### config.mk
export PLATFORM = sky130hd
export DESIGN_NAME = aal5_frame_checker_unit_flat
export DESIGN_NICKNAME = d
export VERILOG_FILES = /design/src/sv/afc_pkg.sv /design/src/sv/afc_pdu_if.sv /design/src/sv/afc_result_if.sv /design/src/sv/aal5_frame_checker_unit.sv /design/src/sv/afc_core.sv /design/src/sv/afc_out_buf.sv /design/src/flat_wrapper.sv
export SDC_FILE = /design/constraint.sdc
export NUM_CORES = 1
export LEC_CHECK = 0
export BUFFER_PORTS_ARGS = -buffer_cell sky130_fd_sc_hd__buf_2
export CORE_ASPECT_RATIO = 0.9
export CORE_UTILIZATION = 55
export CTS_BUF_LIST = sky130_fd_sc_hd__clkbuf_8
export DETAILED_ROUTE_END_ITERATION = 6
export GPL_TIMING_DRIVEN = 0
export HOLD_SLACK_MARGIN = 0.15
export PLACE_DENSITY = 0.74
export SLEW_MARGIN = 20
export SYNTH_ARGS = -nofsm -noshare
export SYNTH_HDL_FRONTEND = slang
export SYNTH_SLANG_ARGS = --single-unit
### constraint.sdc
create_clock -name clk -period 18.6 [get_ports clk]
set_input_delay 0.93 -clock clk [delete_from_list [all_inputs] [get_ports clk]]
set_output_delay 0.93 -clock clk [all_outputs]
set_load 0.03 [all_outputs]
### src/sv/afc_pkg.sv
package afc_pkg;

  localparam int COUNT_BITS_DEF = 17;
  localparam int CELL_BYTES = 48;
  localparam int TRAILER_BYTES = 8;
  localparam int TOTAL_BITS = 17;
  localparam logic [TOTAL_BITS-1:0] TOTAL_MAX = '1;
  localparam logic [31:0] CRC_POLY = 32'h04C1_1DB7;
  localparam logic [31:0] CRC_INIT = 32'hFFFF_FFFF;

  localparam logic [2:0] ERR_OK        = 3'd0;
  localparam logic [2:0] ERR_SHORT     = 3'd1;
  localparam logic [2:0] ERR_LENGTH    = 3'd2;
  localparam logic [2:0] ERR_CELL_SIZE = 3'd3;
  localparam logic [2:0] ERR_CRC       = 3'd4;

  typedef struct packed {
    logic                  frame_ok;
    logic [2:0]            error_code;
    logic [15:0]           payload_length;
    logic [TOTAL_BITS-1:0] total_length;
    logic [31:0]           computed_crc;
    logic [31:0]           received_crc;
  } result_t;

  typedef struct packed {
    logic    valid;
    result_t data;
  } core_out_t;

endpackage

### src/sv/afc_pdu_if.sv
interface afc_pdu_if;
  logic       valid;
  logic       ready;
  logic [7:0] data_byte;
  logic       last_byte;

  modport source (output valid, output data_byte, output last_byte, input ready);
  modport sink (input valid, input data_byte, input last_byte, output ready);
endinterface

### src/sv/afc_result_if.sv
interface afc_result_if;
  logic        valid;
  logic        ready;
  logic        frame_ok;
  logic [2:0]  error_code;
  logic [15:0] payload_length;
  logic [16:0] total_length;
  logic [31:0] computed_crc;
  logic [31:0] received_crc;

  modport source (
    output valid, output frame_ok, output error_code, output payload_length,
    output total_length, output computed_crc, output received_crc, input ready
  );
  modport sink (
    input valid, input frame_ok, input error_code, input payload_length,
    input total_length, input computed_crc, input received_crc, output ready
  );
endinterface

### src/sv/aal5_frame_checker_unit.sv
// AAL5 CPCS-PDU checker.
// pdu channel (sink): one byte per item, data_byte in transmission order,
// last_byte set on the final byte of the PDU.
// res channel (source): one item per PDU, given for its final byte, with
// frame_ok, the first failing check in error_code, the trailer length field,
// the saturating byte count, the CRC-32 over all but the last four bytes and
// the big-endian trailer CRC.
// throughput: one byte per cycle while pdu.ready is high; the CRC-32 byte update
// feeds the running CRC register back to itself.
// latency: the result is valid in the cycle after the final byte is taken
// when the output register is free or emptied in that cycle.
// the output holds two results (output register plus skid entry); bytes keep
// flowing while one result waits, and pdu.ready drops only while both are
// full, until the receiver takes one.
// reset: synchronous, active high; clears the running CRC, the byte count
// and both result entries, so the next byte starts a new PDU.
module aal5_frame_checker_unit
  import afc_pkg::*;
#(
  parameter int COUNT_BITS = COUNT_BITS_DEF
) (
  input logic clk,
  input logic rst,
  afc_pdu_if.sink pdu,
  afc_result_if.source res
);

  core_out_t core_result;
  logic      can_accept;
  logic      accept;

  assign pdu.ready = can_accept;
  assign accept = pdu.valid && pdu.ready;

  afc_core #(
    .COUNT_BITS(COUNT_BITS)
  ) u_core (
    .clk(clk),
    .rst(rst),
    .accept(accept),
    .data_byte(pdu.data_byte),
    .last_byte(pdu.last_byte),
    .result(core_result)
  );

  afc_out_buf u_out_buf (
    .clk(clk),
    .rst(rst),
    .push(core_result),
    .can_accept(can_accept),
    .res(res)
  );

  assert property (@(posedge clk) disable iff (rst)
    (accept && pdu.last_byte) |=> res.valid)
    else $error("result missing after final byte");

  assert property (@(posedge clk) disable iff (rst)
    res.valid |-> (res.frame_ok == (res.error_code == ERR_OK)))
    else $error("frame_ok disagrees with error_code");

  assert property (@(posedge clk) disable iff (rst)
    (res.valid && res.error_code == ERR_SHORT) |->
      (res.computed_crc == 32'd0 && res.received_crc == 32'd0 &&
       res.payload_length == 16'd0))
    else $error("short pdu result not zeroed");

  assert property (@(posedge clk) disable iff (rst)
    (res.valid && !res.ready && !pdu.ready) |=> res.valid)
    else $error("result dropped while both entries full");

endmodule

### src/sv/afc_core.sv
module afc_core
  import afc_pkg::*;
#(
  parameter int COUNT_BITS = COUNT_BITS_DEF
) (
  input  logic       clk,
  input  logic       rst,
  input  logic       accept,
  input  logic [7:0] data_byte,
  input  logic       last_byte,
  output core_out_t  result
);

  localparam logic [COUNT_BITS-1:0] COUNT_MAX = '1;

  function automatic logic [31:0] crc_byte(input logic [31:0] crc_in, input logic [7:0] b);
    logic [31:0] c;
    c = crc_in ^ {b, 24'd0};
    for (int i = 0; i < 8; i++) begin
      c = c[31] ? ({c[30:0], 1'b0} ^ CRC_POLY) : {c[30:0], 1'b0};
    end
    return c;
  endfunction

  logic [31:0]           running_crc;
  logic [31:0]           crc_history [3];
  logic [7:0]            tail_bytes [5];
  logic [COUNT_BITS-1:0] byte_count;
  logic [5:0]            cell_pos;

  logic [COUNT_BITS-1:0] byte_count_next;
  logic [5:0]            cell_pos_next;
  logic [COUNT_BITS:0]   need_len;
  logic [15:0]           plen;
  logic [31:0]           rcrc;
  logic [31:0]           ccrc;
  logic                  too_short;
  logic [2:0]            code;

  assign byte_count_next = (byte_count != COUNT_MAX) ? byte_count + 1'b1 : byte_count;
  assign cell_pos_next = (cell_pos == 6'(CELL_BYTES - 1)) ? 6'd0 : cell_pos + 6'd1;
  assign too_short = byte_count_next < COUNT_BITS'(TRAILER_BYTES);
  assign plen = too_short ? 16'd0 : {tail_bytes[4], tail_bytes[3]};
  assign rcrc = too_short ? 32'd0 : {tail_bytes[2], tail_bytes[1], tail_bytes[0], data_byte};
  assign ccrc = too_short ? 32'd0 : ~crc_history[2];
  assign need_len = (COUNT_BITS+1)'(plen) + (COUNT_BITS+1)'(TRAILER_BYTES);

  always_comb begin
    priority if (too_short) begin
      code = ERR_SHORT;
    end else if (need_len > {1'b0, byte_count_next}) begin
      code = ERR_LENGTH;
    end else if (byte_count_next == COUNT_MAX || cell_pos_next != 6'd0) begin
      code = ERR_CELL_SIZE;
    end else if (ccrc != rcrc) begin
      code = ERR_CRC;
    end else begin
      code = ERR_OK;
    end
  end

  always_comb begin
    result.valid = accept && last_byte;
    result.data.frame_ok = (code == ERR_OK);
    result.data.error_code = code;
    result.data.payload_length = plen;
    result.data.total_length = (byte_count_next > COUNT_BITS'(TOTAL_MAX)) ?
                               TOTAL_MAX : byte_count_next[TOTAL_BITS-1:0];
    result.data.computed_crc = ccrc;
    result.data.received_crc = rcrc;
  end

  always_ff @(posedge clk) begin
    if (rst) begin
      running_crc <= CRC_INIT;
      byte_count <= '0;
      cell_pos <= '0;
    end else if (accept) begin
      if (last_byte) begin
        running_crc <= CRC_INIT;
        byte_count <= '0;
        cell_pos <= '0;
      end else begin
        running_crc <= crc_byte(running_crc, data_byte);
        byte_count <= byte_count_next;
        cell_pos <= cell_pos_next;
      end
    end
  end

  // history and tail only read once eight bytes of the current pdu are in
  always_ff @(posedge clk) begin
    if (accept) begin
      crc_history[0] <= running_crc;
      crc_history[1] <= crc_history[0];
      crc_history[2] <= crc_history[1];
      tail_bytes[0] <= data_byte;
      for (int i = 1; i < 5; i++) begin
        tail_bytes[i] <= tail_bytes[i-1];
      end
    end
  end

endmodule

### src/sv/afc_out_buf.sv
module afc_out_buf
  import afc_pkg::*;
(
  input  logic      clk,
  input  logic      rst,
  input  core_out_t push,
  output logic      can_accept,
  afc_result_if.source res
);

  result_t main_item;
  result_t skid_item;
  logic    main_valid;
  logic    skid_valid;
  logic    pop;

  assign can_accept = !skid_valid;
  assign pop = main_valid && res.ready;

  always_ff @(posedge clk) begin
    if (rst) begin
      main_valid <= 1'b0;
      skid_valid <= 1'b0;
    end else if (pop) begin
      if (skid_valid) begin
        skid_valid <= 1'b0;
      end else if (!push.valid) begin
        main_valid <= 1'b0;
      end
    end else if (push.valid) begin
      if (!main_valid) begin
        main_valid <= 1'b1;
      end else begin
        skid_valid <= 1'b1;
      end
    end
  end

  always_ff @(posedge clk) begin
    if (pop) begin
      if (skid_valid) begin
        main_item <= skid_item;
      end else if (push.valid) begin
        main_item <= push.data;
      end
    end else if (push.valid) begin
      if (!main_valid) begin
        main_item <= push.data;
      end else begin
        skid_item <= push.data;
      end
    end
  end

  assign res.valid = main_valid;
  assign res.frame_ok = main_item.frame_ok;
  assign res.error_code = main_item.error_code;
  assign res.payload_length = main_item.payload_length;
  assign res.total_length = main_item.total_length;
  assign res.computed_crc = main_item.computed_crc;
  assign res.received_crc = main_item.received_crc;

endmodule
### src/flat_wrapper.sv
// flat-port wrapper written by rule: the top's interface ports become plain ports
module aal5_frame_checker_unit_flat import afc_pkg::*;
#(
  parameter int COUNT_BITS = COUNT_BITS_DEF
)
  (clk, rst, pdu_valid, pdu_data_byte, pdu_last_byte, pdu_ready, res_valid, res_frame_ok, res_error_code, res_payload_length, res_total_length, res_computed_crc, res_received_crc, res_ready);
  afc_pdu_if pdu_i ();
  afc_result_if res_i ();
  input logic clk;
  input logic rst;
  input wire logic [$bits(pdu_i.valid)-1:0] pdu_valid;
  input wire logic [$bits(pdu_i.data_byte)-1:0] pdu_data_byte;
  input wire logic [$bits(pdu_i.last_byte)-1:0] pdu_last_byte;
  output wire logic [$bits(pdu_i.ready)-1:0] pdu_ready;
  output wire logic [$bits(res_i.valid)-1:0] res_valid;
  output wire logic [$bits(res_i.frame_ok)-1:0] res_frame_ok;
  output wire logic [$bits(res_i.error_code)-1:0] res_error_code;
  output wire logic [$bits(res_i.payload_length)-1:0] res_payload_length;
  output wire logic [$bits(res_i.total_length)-1:0] res_total_length;
  output wire logic [$bits(res_i.computed_crc)-1:0] res_computed_crc;
  output wire logic [$bits(res_i.received_crc)-1:0] res_received_crc;
  input wire logic [$bits(res_i.ready)-1:0] res_ready;
  assign pdu_i.valid = pdu_valid;
  assign pdu_i.data_byte = pdu_data_byte;
  assign pdu_i.last_byte = pdu_last_byte;
  assign pdu_ready = pdu_i.ready;
  assign res_valid = res_i.valid;
  assign res_frame_ok = res_i.frame_ok;
  assign res_error_code = res_i.error_code;
  assign res_payload_length = res_i.payload_length;
  assign res_total_length = res_i.total_length;
  assign res_computed_crc = res_i.computed_crc;
  assign res_received_crc = res_i.received_crc;
  assign res_i.ready = res_ready;
  aal5_frame_checker_unit #(.COUNT_BITS(COUNT_BITS)) u_core (.clk(clk), .rst(rst), .pdu(pdu_i), .res(res_i));
endmodule
==> run metrics, run 1 <==
outcome=finished, final reports clean; total power=1.87 mW; Sequential cell area=around 0.011 mm^2; DIE AREA=between 0.03 and 0.04 mm^2; Post-CTS Setup Bufs=0; synthesized area=around 0.016 mm^2; detailed placement HPWL=around 25 mm; routing usage on met2=35.8%; Distinct cells, synth=~70; Cell Pwr Density=99.9 mW/mm^2; CTS H-tree lvls=2; GRT met1 Usage=between 30% and 40%; M3 GR Usage=between 3 and 4%; Synth Flop Type=edfxtp_1; GRT Total Usage=about a quarter; Final Max Slew Viols=0; Worst R2R End=u_core.u_out_buf.res.error_code[0]; Fmax=roughly 0.15 GHz; post-route cell area=approximately 0.019 mm^2; Fillers=2209; Top cell by count, worst path=ha_1; gr ovfl total=0; NumNets Final=1406; hold_sp=u_core.u_core.crc_history[0][31]; cells on worst reg2reg path=24; num ports=approximately 120; Async S/R FF share, synth=0%; total of max-cap violations=0; Peak supply drop=~0.000052 V; RSZ-0062 raised after global routing=false; insertion delay to the later sink of the worst-skew pair=~0.64 ns; Crit Path Max Fanout=10; Most Used Layer, Global Route=met2; Port Buffers=about 110; Worst-path clk slew=0.07 ns; Reg2Reg Setup Slack=about 12 ns; Post-Syn Area per Cell=13.8 um^2; post-DR vias/cell=~5.6; Setup-failing EPs final=0; largest stage delay on the critical path=approximately 0.62 ns; vias after detailed routing=around 10000; area of the multi-input gates=around 0.0048 mm^2; Synth area leader=edfxtp_1; Final WS setup=around 12 ns; clock tree buffer depth=3; cts repair resizes=0; Initial Util=~56%; Post-synth EDFFs=338; CTS tree=yes; antenna cells=0; Root Driver=clkbuf_8; ANT nets after route=0; Post-CTS Hold Buffers=0; Post-synth top cells=edfxtp_1 (338), nand2_1 (116), xnor2_1 (95), nor2_1 (78), dfxtp_1 (57); Worst R2R Start=u_core.u_core.byte_count[0]; Post-Syn Instances=approximately 1200; core area=0.0291 mm^2; period utilization=roughly a third; synth top area cells=edfxtp_1 (62%), dfxtp_1 (7.0%), xnor2_1 (5.1%); placed cell area=roughly 0.018 mm^2; worst path cell trace=ha_1 > and4_1 > buf_6 > nand4_1 > a21oi_1 > a311oi_1 > nand4_2 > clkbuf_1 > clkbuf_1 > nand2_1 > inv_1 > ha_1 > nand3_1 > xnor2_1 > ha_1 > and3_1 > o21ai_0 > a211oi_1 > o21ai_0 > o221ai_2 > a221oi_2 > o221a_2 > nor2_1 > o31ai_1; Seq/Total Area, Yosys=between 60% and 70%; Final TNS setup=0 ns; Seq cells post-synth=395; CTS Sinks=just under 400; 1st-iter DRT viols=just under 1000; DRC Markers=0; RD Place Congestion=~0.9; count leader, synth=edfxtp_1; initial antenna violation count=0; final hold violations=0; Routed WL=around 36 mm; HP Class=flop to flop; CP arrival=between 6 and 7 ns; first-pass GRT wire length=roughly 55 mm; WHS Path Cells=0; die height=around 170 um; Critical Setup Path Class=flop to flop; Lkg Pwr=~7 nW; DIE WIDTH=approximately 180 um; Ys Warns=0; Place WS=12.26 ns; vias in the first global route=approximately 9600; Worst Hold End=u_core.u_core.crc_history[0][63]; clk_skew=roughly 0.048 ns; Relative slew margins=22.4%; fin crit period=roughly 6.5 ns; Area growth, synth to finish=14.1%; top-area cell type share of the netlist area=about three fifths; num rows=59; first drt pass iteration count=5; CP required=between 15 and 20 ns; fraction of layout cells with a size suffix above 1=19.0%; startpoint types=flop; CP max stage cell=a21oi_1; CTS buffer count=59; syn_nets=1221; largest net degree at the start of global routing=56; worst-margin pin slew=approximately 1.2 ns; WL/cell=a little under 20 um; CP Capture Type=flop
==> cell families (layout without fill, tap and decap cells) <==
group	count (synthesis)	in the layout	share of synthesized area (%)
xor gates and xnor gates	124	124	6.62
buffers and inverters	92	327	2.33
DFF	395	395	68.8
AOI/OAI and AO/OA	184	184	7.88
adders and majority gates	19	19	1.45
muxes	44	44	2.98
and+or+nand+nor	331	331	9.94
==> state kept, by name, summed over array words and instances (netlist names) <==
register / count
u_core.u_out_buf.skid_item: 101
u_core.u_core.crc_history: 96
u_core.u_core.tail_bytes: 40
u_core.u_core.running_crc: 32
u_core.u_out_buf.res.computed_crc: 32
u_core.u_out_buf.res.received_crc: 32
u_core.u_core.byte_count: 17
u_core.u_out_buf.res.total_length: 17
u_core.u_out_buf.res.payload_length: 16
u_core.u_core.cell_pos: 6
u_core.u_out_buf.res.error_code: 3
u_core.u_out_buf.res.frame_ok: 1
u_core.u_out_buf.res.valid: 1
u_core.u_out_buf.skid_valid: 1
==> power breakdown <==
group | switching (mW) | leakage [nW] | total, mW | internal (mW)
Combinational | 0.118 | 2.45 | 0.197 | 0.0796
Sequential | 0.0320 | 3.73 | 1.04 | 1.01
Clock | 0.325 | 0.630 | 0.632 | 0.307
Total | 0.475 | 6.81 | 1.87 | 1.40
==> critical path, delay by kind of cell, from the launching register on <==
family	cells	cell delay (ns)
AO/OA/AOI/OAI	9	2.39
flip-flops	1	0.48
buffers and inverters	4	0.98
adder cells (fa/ha/maj)	3	0.84
XOR/XNOR	1	0.21
AND/OR/NAND/NOR	7	1.36
==> worst max-delay path by stage <==
stage | to | from | slack (ns) | cells past startpoint
3_5_place_dp | u_core.u_out_buf.res.error_code[0] | u_core.u_core.byte_count[0] | 12.26 | 24
3_3_place_gp | u_core.u_out_buf.res.computed_crc[4] | pdu_valid | 0.69 | 7
5_1_grt | u_core.u_out_buf.res.error_code[0] | u_core.u_core.byte_count[0] | 11.73 | 24
2_1_floorplan | u_core.u_out_buf.res.computed_crc[0] | pdu_valid | 4.78 | 6
6_report | u_core.u_out_buf.res.error_code[0] | u_core.u_core.byte_count[0] | 12.10 | 24
4_1_cts | u_core.u_out_buf.res.error_code[0] | u_core.u_core.byte_count[0] | 12.24 | 24
==> cell type report <==
cell class / count / area share (%)
buffer: 60 / 1.42
clock buffer: 61 / 4.49
clock inverter: 50 / 1.18
inverter: 32 / 0.642
multi-input combinational: 702 / 25.4
sequential: 395 / 60.3
tap: 396 / 2.65
timing repair buffer: 124 / 3.90
==> layout by cell type (no fill, tap or decap), types with 4 or more instances in the layout <==
master / instances
a21oi_1: 30
a22oi_1: 11
a31oi_1: 9
a41oi_1: 4
and2_1: 41
and3_1: 10
and4_1: 7
buf_2: 116
buf_6: 8
clkbuf_1: 49
clkbuf_8: 61
clkinv_1: 16
clkinv_2: 10
dfxtp_1: 57
edfxtp_1: 338
ha_1: 19
inv_1: 50
mux2_2: 39
mux2i_1: 5
nand2_1: 116
nand2b_1: 6
nand3_1: 19
nand4_1: 12
nor2_1: 78
nor3_1: 9
nor4_1: 11
o211ai_1: 27
o21ai_0: 37
o22ai_1: 4
o31ai_1: 33
xnor2_1: 95
xor2_1: 29
==> routing by layer <==
| metal | wire (um) | up-vias |
|---|---|---|
| li1 | - | 4772 |
| met1 | 16500 | 4937 |
| met2 | 16200 | 373 |
| met3 | 2290 | 59 |
| met4 | 789 | 0 |
| met5 | 0 | - |
==> through the flow <==
stage,util [%],instances,hold slack (ns)
2_1_floorplan,-,1189,0.400
3_3_place_gp,60.1,1699,0.402
3_5_place_dp,60.7,1709,0.405
4_1_cts,64.4,1820,0.385
5_1_grt,64.4,1820,0.395
6_report,64.4,1820,0.369
Note: power is estimated with default switching activity, not from simulation.
==> run 2: changes to the inputs <==
Settings changed: PLACE_DENSITY 0.74 to 0.77.
Clock period 18.6 ns to 5.89 ns, I/O delays scaled along.
==> run metrics, run 2 (same netlist as run 1, synthesis figures left out) <==
Crit Path Max Fanout=19 (+9); metal3 WL=2.33 mm (+1.7%); Root Driver=clkbuf_8; flip-flop count of the largest register after layout=101 (unchanged); detailed placement HPWL=25.6 mm (+0.67%); insertion delay to the later sink of the worst-skew pair=0.63 ns (about the same); HP Class=primary input to flop; WL/cell=19.8 um (+0.67%); largest net degree at the start of global routing=88 (+57%); CTS H-tree lvls=2 (unchanged); final hold violations=0 (unchanged); CP Capture Type=flop; metal2 WL=17.0 mm (+4.9%); top flop regs=u_core.u_out_buf.skid_item: 101 flops, u_core.u_core.crc_history: 96 flops, u_core.u_core.tail_bytes: 40 flops; core area=0.0291 mm^2 (unchanged); Biggest register=u_core.u_out_buf.skid_item; Final Max Slew Viols=0 (unchanged); DIE WIDTH=184 um (unchanged); hold_sp=pdu_valid; CTS tree=yes; worst-margin pin slew=1.02 ns (-0.130 ns); Reg2Reg Setup Slack=0.35 ns (-11.75 ns); num ports=116 (unchanged); initial antenna violation count=0 (unchanged); top layer in use=met4; Peak supply drop=0.000176 V (+240%); M1 wire length=16.2 mm (-1.4%); Port Buffers=114 (unchanged); gr ovfl total=0 (unchanged); total power=6.05 mW (+220%); period utilization=94.1% (+59 points); ANT nets after route=0 (unchanged); Worst-path clk slew=0.06 ns (about the same); fraction of layout cells with a size suffix above 1=20.0% (+1.1 points); Relative slew margins=31.0% (+8.6 points); total of max-cap violations=0 (unchanged); vias in the first global route=9824 (+2.0%); Worst R2R Start=u_core.u_core.byte_count[0]; Initial Util=56.4% (unchanged); Fmax=0.180 GHz (+17%); WHS Path Cells=5 (+5); clock tree buffer depth=3 (unchanged); Worst Hold End=u_core.u_core.running_crc[26]; post-DR vias/cell=5.57 (-0.11%); NumNets Final=1417 (+0.78%); cells on worst reg2reg path=23 (-4.2%); startpoint types=flop; placed cell area=0.0177 mm^2 (about the same); clk_skew=0.0379 ns (-0.00976 ns); Final TNS setup=0 ns (unchanged); Worst R2R End=u_core.u_out_buf.res.frame_ok; first-pass GRT wire length=56.8 mm (+2.9%); hold_ws=0.200 ns (-0.169 ns); RD Place Congestion=0.889 (+1.1%); GRT Total Usage=24.5% (+0.76 points); num rows=59 (unchanged); Area growth, synth to finish=15.6%; Cell Pwr Density=319 mW/mm^2 (+220%); Routed WL=36.2 mm (+1.2%); outcome=finished, final reports clean; CTS buffer count=60 (+1.7%); most frequent cells in the layout=edfxtp_1 (338), buf_2 (117), nand2_1 (116); DRC Markers=0 (unchanged); DIE AREA=0.0305 mm^2 (unchanged); first drt pass iteration count=6 (+1); post-route cell area=0.0190 mm^2 (+1.4%); die height=166 um (unchanged); Setup-failing EPs final=0 (unchanged); Critical Setup Path Class=flop to flop; CP arrival=5.92 ns (-0.97 ns); vias after detailed routing=10200 (+0.44%); CTS Sinks=395 (unchanged); Lkg Pwr=6.88 nW (+1.1%); fin crit period=5.54 ns (-0.961 ns); 1st-iter DRT viols=1019 (+5.1%); commonest non-fill, non-tap cell in the layout=edfxtp_1; RSZ-0062 raised after global routing=false; CP required=6.27 ns (-12.71 ns)
-- run 2: cell type report --
cell class / count / area [um^2]
multi-input combinational: 702 / 4820
clock inverter: 50 / 313
antenna: 1 / 2.50
inverter: 32 / 120
sequential: 395 / 11300
buffer: 58 / 265
clock buffer: 60 / 826
fill: 2134 / 10100
timing repair buffer: 136 / 843
tap: 396 / 495
-- run 2: worst max path at each step --
stage                                start                                   end  cells after the start
2_1_floorplan  u_core.u_out_buf.skid_valid  u_core.u_out_buf.res.computed_crc[0]                      7
3_3_place_gp   u_core.u_out_buf.skid_valid  u_core.u_out_buf.res.computed_crc[5]                      7
3_5_place_dp   u_core.u_core.byte_count[0]    u_core.u_out_buf.res.error_code[0]                     24
4_1_cts        u_core.u_core.byte_count[0]    u_core.u_out_buf.res.error_code[1]                     24
5_1_grt        u_core.u_core.byte_count[1]    u_core.u_out_buf.res.error_code[1]                     25
6_report       u_core.u_core.byte_count[0]         u_core.u_out_buf.res.frame_ok                     23
-- run 2: routing by layer --
| layer | up-vias | track usage (%) |
|---|---|---|
| met5 | - | 0 |
| met4 | 0 | 6.78 |
| met3 | 44 | 3.93 |
| met2 | 382 | 38.9 |
| met1 | 4975 | 35.3 |
| li1 | 4785 | - |
-- run 2: through the flow --
stage,setup slack (ns),utilization [%],instances
final,0.347,65.2,1830
after global routing,0.0746,65.2,1829
after CTS,0.0506,65.1,1830
after detailed placement,-0.576,60.7,1708
after global placement,-0.936,60.1,1699
after floorplan,0.286,-,1189
-- run 2: critical path, cell delays in order (launching register included) --
cell	delay, ns
dfxtp_2	0.42
ha_2	0.25
and4_1	0.21
buf_6	0.15
nand3_4	0.13
a311o_1	0.37
a2111oi_4	0.48
nand4_4	0.21
buf_2	0.28
nand2_1	0.14
inv_1	0.06
ha_1	0.26
nand3_1	0.13
xnor2_1	0.09
ha_1	0.32
and3_1	0.19
o21ai_0	0.12
a211oi_1	0.25
o21ai_0	0.14
o221ai_2	0.23
a221oi_2	0.10
o221a_2	0.31
o21a_4	0.25
a22o_1	0.20
-- run 2: timing repair --
item | 4_1_cts | 5_1_grt
cloned | 0 | 0
setup buffers | 2 | 1
endpoints found under the setup margin | 8 | 8
hold buffers | 10 | 0
hold endpoints to repair | 25 | 0
gates resized for setup | 6 | 10
pin swaps | 2 | 1
-- run 2: power breakdown --
group          internal (mW)  switching [mW]  leakage (nW)
registers               3.19           0.102          3.73
logic                  0.255           0.371          2.52
clock network           1.09            1.05         0.634
==> run 3: changes to the inputs <==
Settings changed: ABC_AREA set to 1, CORE_UTILIZATION 55 to 56, GPL_TIMING_DRIVEN 0 to not set, PLACE_DENSITY 0.77 to 0.78.
==> run metrics, run 3 <==
worst-margin pin slew=0.907 ns (-0.117 ns); Post-Syn Instances=1467 (+23%); Top cell by count, worst path=nand2_1; outcome=finished, final reports clean; Fillers=2256 (+5.7%); DIE WIDTH=184 um (-0.17%); Crit Path Max Fanout=21 (+2); RSZ-0062 raised after global routing=false; syn_nets=1499 (+23%); first-pass GRT wire length=52.4 mm (-7.8%); Synth Flop Type=edfxtp_1; Synth area leader=edfxtp_1; Area growth, synth to finish=13.1%; gr ovfl total=0 (unchanged); RD Place Congestion=0.838 (-5.8%); Setup-failing EPs final=0 (unchanged); final hold violations=0 (unchanged); Initial Util=57.2% (+0.83 points); startpoint types=flop; Final TNS setup=0 ns (unchanged); die height=166 um (-0.17%); most frequent cells in the layout=edfxtp_1 (338), nand2_1 (253), inv_1 (180); synthesized area=0.0167 mm^2 (+1.5%); clk_skew=0.0501 ns (+0.0123 ns); Post-synth top cells=edfxtp_1 (338), nand2_1 (255), nor2_1 (169), inv_1 (167), a21oi_1 (133); Relative slew margins=39.5% (+8.6 points); fin crit period=4.44 ns (-1.10 ns); Async S/R FF share, synth=0% (unchanged); Clk network pwr share=35.6% (+0.3 points); Routed WL=33.4 mm (-7.9%); CP arrival=4.82 ns (-1.10 ns); Ys Warns=0 (unchanged); Psw=1.46 mW (-3.8%); flip-flop count of the largest register after layout=101 (unchanged); ANT nets after route=0 (unchanged); CTS buffer count=60 (unchanged); Root Driver=clkbuf_8; initial antenna violation count=0 (unchanged); NumNets Final=1647 (+16%); fraction of layout cells with a size suffix above 1=15.5% (-4.5 points); core area=0.0291 mm^2 (unchanged); Post-CTS Hold Buffers=10 (unchanged); largest net degree at the start of global routing=105 (+19%); Fmax=0.225 GHz (+25%); CTS H-tree lvls=2 (unchanged); post-route cell area=0.0188 mm^2 (-0.77%); Post-Syn Area per Cell=11.4 um^2 (-18%); clock tree buffer depth=3 (unchanged); WL/cell=16.2 um (-18%); sequential power share=55.5% (+1.2 points); Internal Power=4.40 mW (-2.9%); Cell Pwr Density=312 mW/mm^2 (-2.3%); CTS Sinks=395 (unchanged); Final Max Slew Viols=0 (unchanged); CP required=6.27 ns (about the same); Worst-path clk slew=0.06 ns (about the same); DRC Markers=0 (unchanged); 1st-iter DRT viols=1003 (-1.6%); CTS tree=yes; CP max stage cell=dfxtp_1; DIE AREA=0.0304 mm^2 (-0.34%); Biggest register=u_core.u_out_buf.skid_item; insertion delay to the later sink of the worst-skew pair=0.63 ns (about the same); top flop regs=u_core.u_out_buf.skid_item: 101 flops, u_core.u_core.crc_history: 96 flops, u_core.u_core.tail_bytes: 40 flops; CP Capture Type=flop; num rows=59 (unchanged); Distinct cells, synth=41 (-40%); Seq/Total Area, Yosys=67.8% (-1.0 points); count leader, synth=edfxtp_1; synth top area cells=edfxtp_1 (61%), dfxtp_1 (6.9%), nand2_1 (5.7%); vias in the first global route=9779 (-0.46%); cts repair resizes=0 (-6); Post-CTS Setup Bufs=0 (-2); total of max-cap violations=0 (unchanged); Peak supply drop=0.000191 V (+8.8%); placed cell area=0.0176 mm^2 (-0.27%); largest stage delay on the critical path=0.42 ns (-0.06 ns); num ports=116 (unchanged); GRT Total Usage=22.3% (-2.2 points); HP Class=primary input to flop; first drt pass iteration count=5 (-1); Logic pwr share=8.9% (-1.4 points); post-DR vias/cell=5.16 (-7.2%); Lkg Pwr=7.73 nW (+12%); Critical Setup Path Class=flop to flop; detailed placement HPWL=22.5 mm (-12%); Seq cells post-synth=395 (unchanged); commonest non-fill, non-tap cell in the layout=edfxtp_1; switching part of the total=24.9% (-0.19 points); top-area cell type share of the netlist area=61.0% (-0.90 points); vias after detailed routing=10600 (+4.5%); Post-synth EDFFs=338 (unchanged); Port Buffers=115 (+0.88%); period utilization=75.4% (-19 points); antenna cells=0 (-1)
==> run 3: changes by cell type in the layout (fill, tap and decap cells not counted), sizes merged, moves of 32 or more <==
cell    change
a21oi     +104
nor2      +100
nand2     +154
xnor2      -32
inv       +151
and2       -40
mux2       -39
o31ai      -34
clkbuf     -45
==> run 3: cell type report <==
type	instances	area, um^2	share of cell area, %
clock buffer	62	853	4.53
clock inverter	51	265	1.41
inverter	182	691	3.67
multi-input combinational	842	4460	23.7
sequential	395	11300	60.0
tap	396	495	2.63
timing repair buffer	134	768	4.08
==> run 3: power by group through the flow <==
stage	registers [mW]	logic, mW	clock network (mW)
after floorplan	3.34	0.361	0
after global placement	3.31	0.505	0
after detailed placement	3.31	0.511	0
after CTS	3.26	0.520	2.13
after global routing	3.27	0.569	2.27
final	3.26	0.520	2.09
==> run 3: metal layers <==
metal / global-route usage (%) / share of wire [%] / vias to the layer above
li1: - / - / 5215
met1: 32.9 / 47 / 4989
met2: 34.3 / 45 / 396
met3: 3.57 / 6.1 / 49
met4: 6.74 / 1.9 / 0
met5: 0 / 0 / -
==> run 3: stage by stage <==
step / hold slack [ns] / util [%] / instances / setup slack, ns / total power [mW]
finish: 0.179 / 64.7 / 2062 / 1.45 / 5.87
global route: 0.198 / 64.7 / 2062 / 1.06 / 6.10
CTS: 0.150 / 64.7 / 2062 / 1.49 / 5.90
detailed placement: 0.405 / 60.5 / 1939 / 1.46 / 3.83
global placement: 0.402 / 60.5 / 1939 / 1.63 / 3.81
floorplan: 0.393 / - / 1467 / 0.0209 / 3.70
==> run 3: final timing paths <==
check,to,depth (start not counted),start,slack (ns)
hold reg to reg,u_core.u_core.crc_history[0][38],0,u_core.u_core.crc_history[0][6],0.39
setup / recovery,u_core.u_out_buf.res.error_code[0],30,u_core.u_core.byte_count[0],1.45
setup reg to reg,u_core.u_out_buf.res.error_code[0],30,u_core.u_core.byte_count[0],1.45
hold / removal,u_core.u_core.cell_pos[4],2,rst,0.18
==> run 3: logic make-up (layout without fill, tap and decap cells) <==
family / Yosys count / after routing / synth area share (%)
AND/OR/NAND/NOR: 529 / 529 / 13.9
flip-flops: 395 / 395 / 67.8
buffers and inverters: 230 / 429 / 5.55
AO/OA/AOI/OAI: 193 / 193 / 6.03
XOR/XNOR: 101 / 101 / 5.31
adder cells (fa/ha/maj): 19 / 19 / 1.43
==> run 3: worst max-delay path: cells and delay by family (launching register included) <==
kind | cells | cell delay, ns
fa+ha+maj | 3 | 0.74
xor+xnor | 1 | 0.17
simple gates | 22 | 2.58
buf+inv | 4 | 0.29
flops | 1 | 0.42
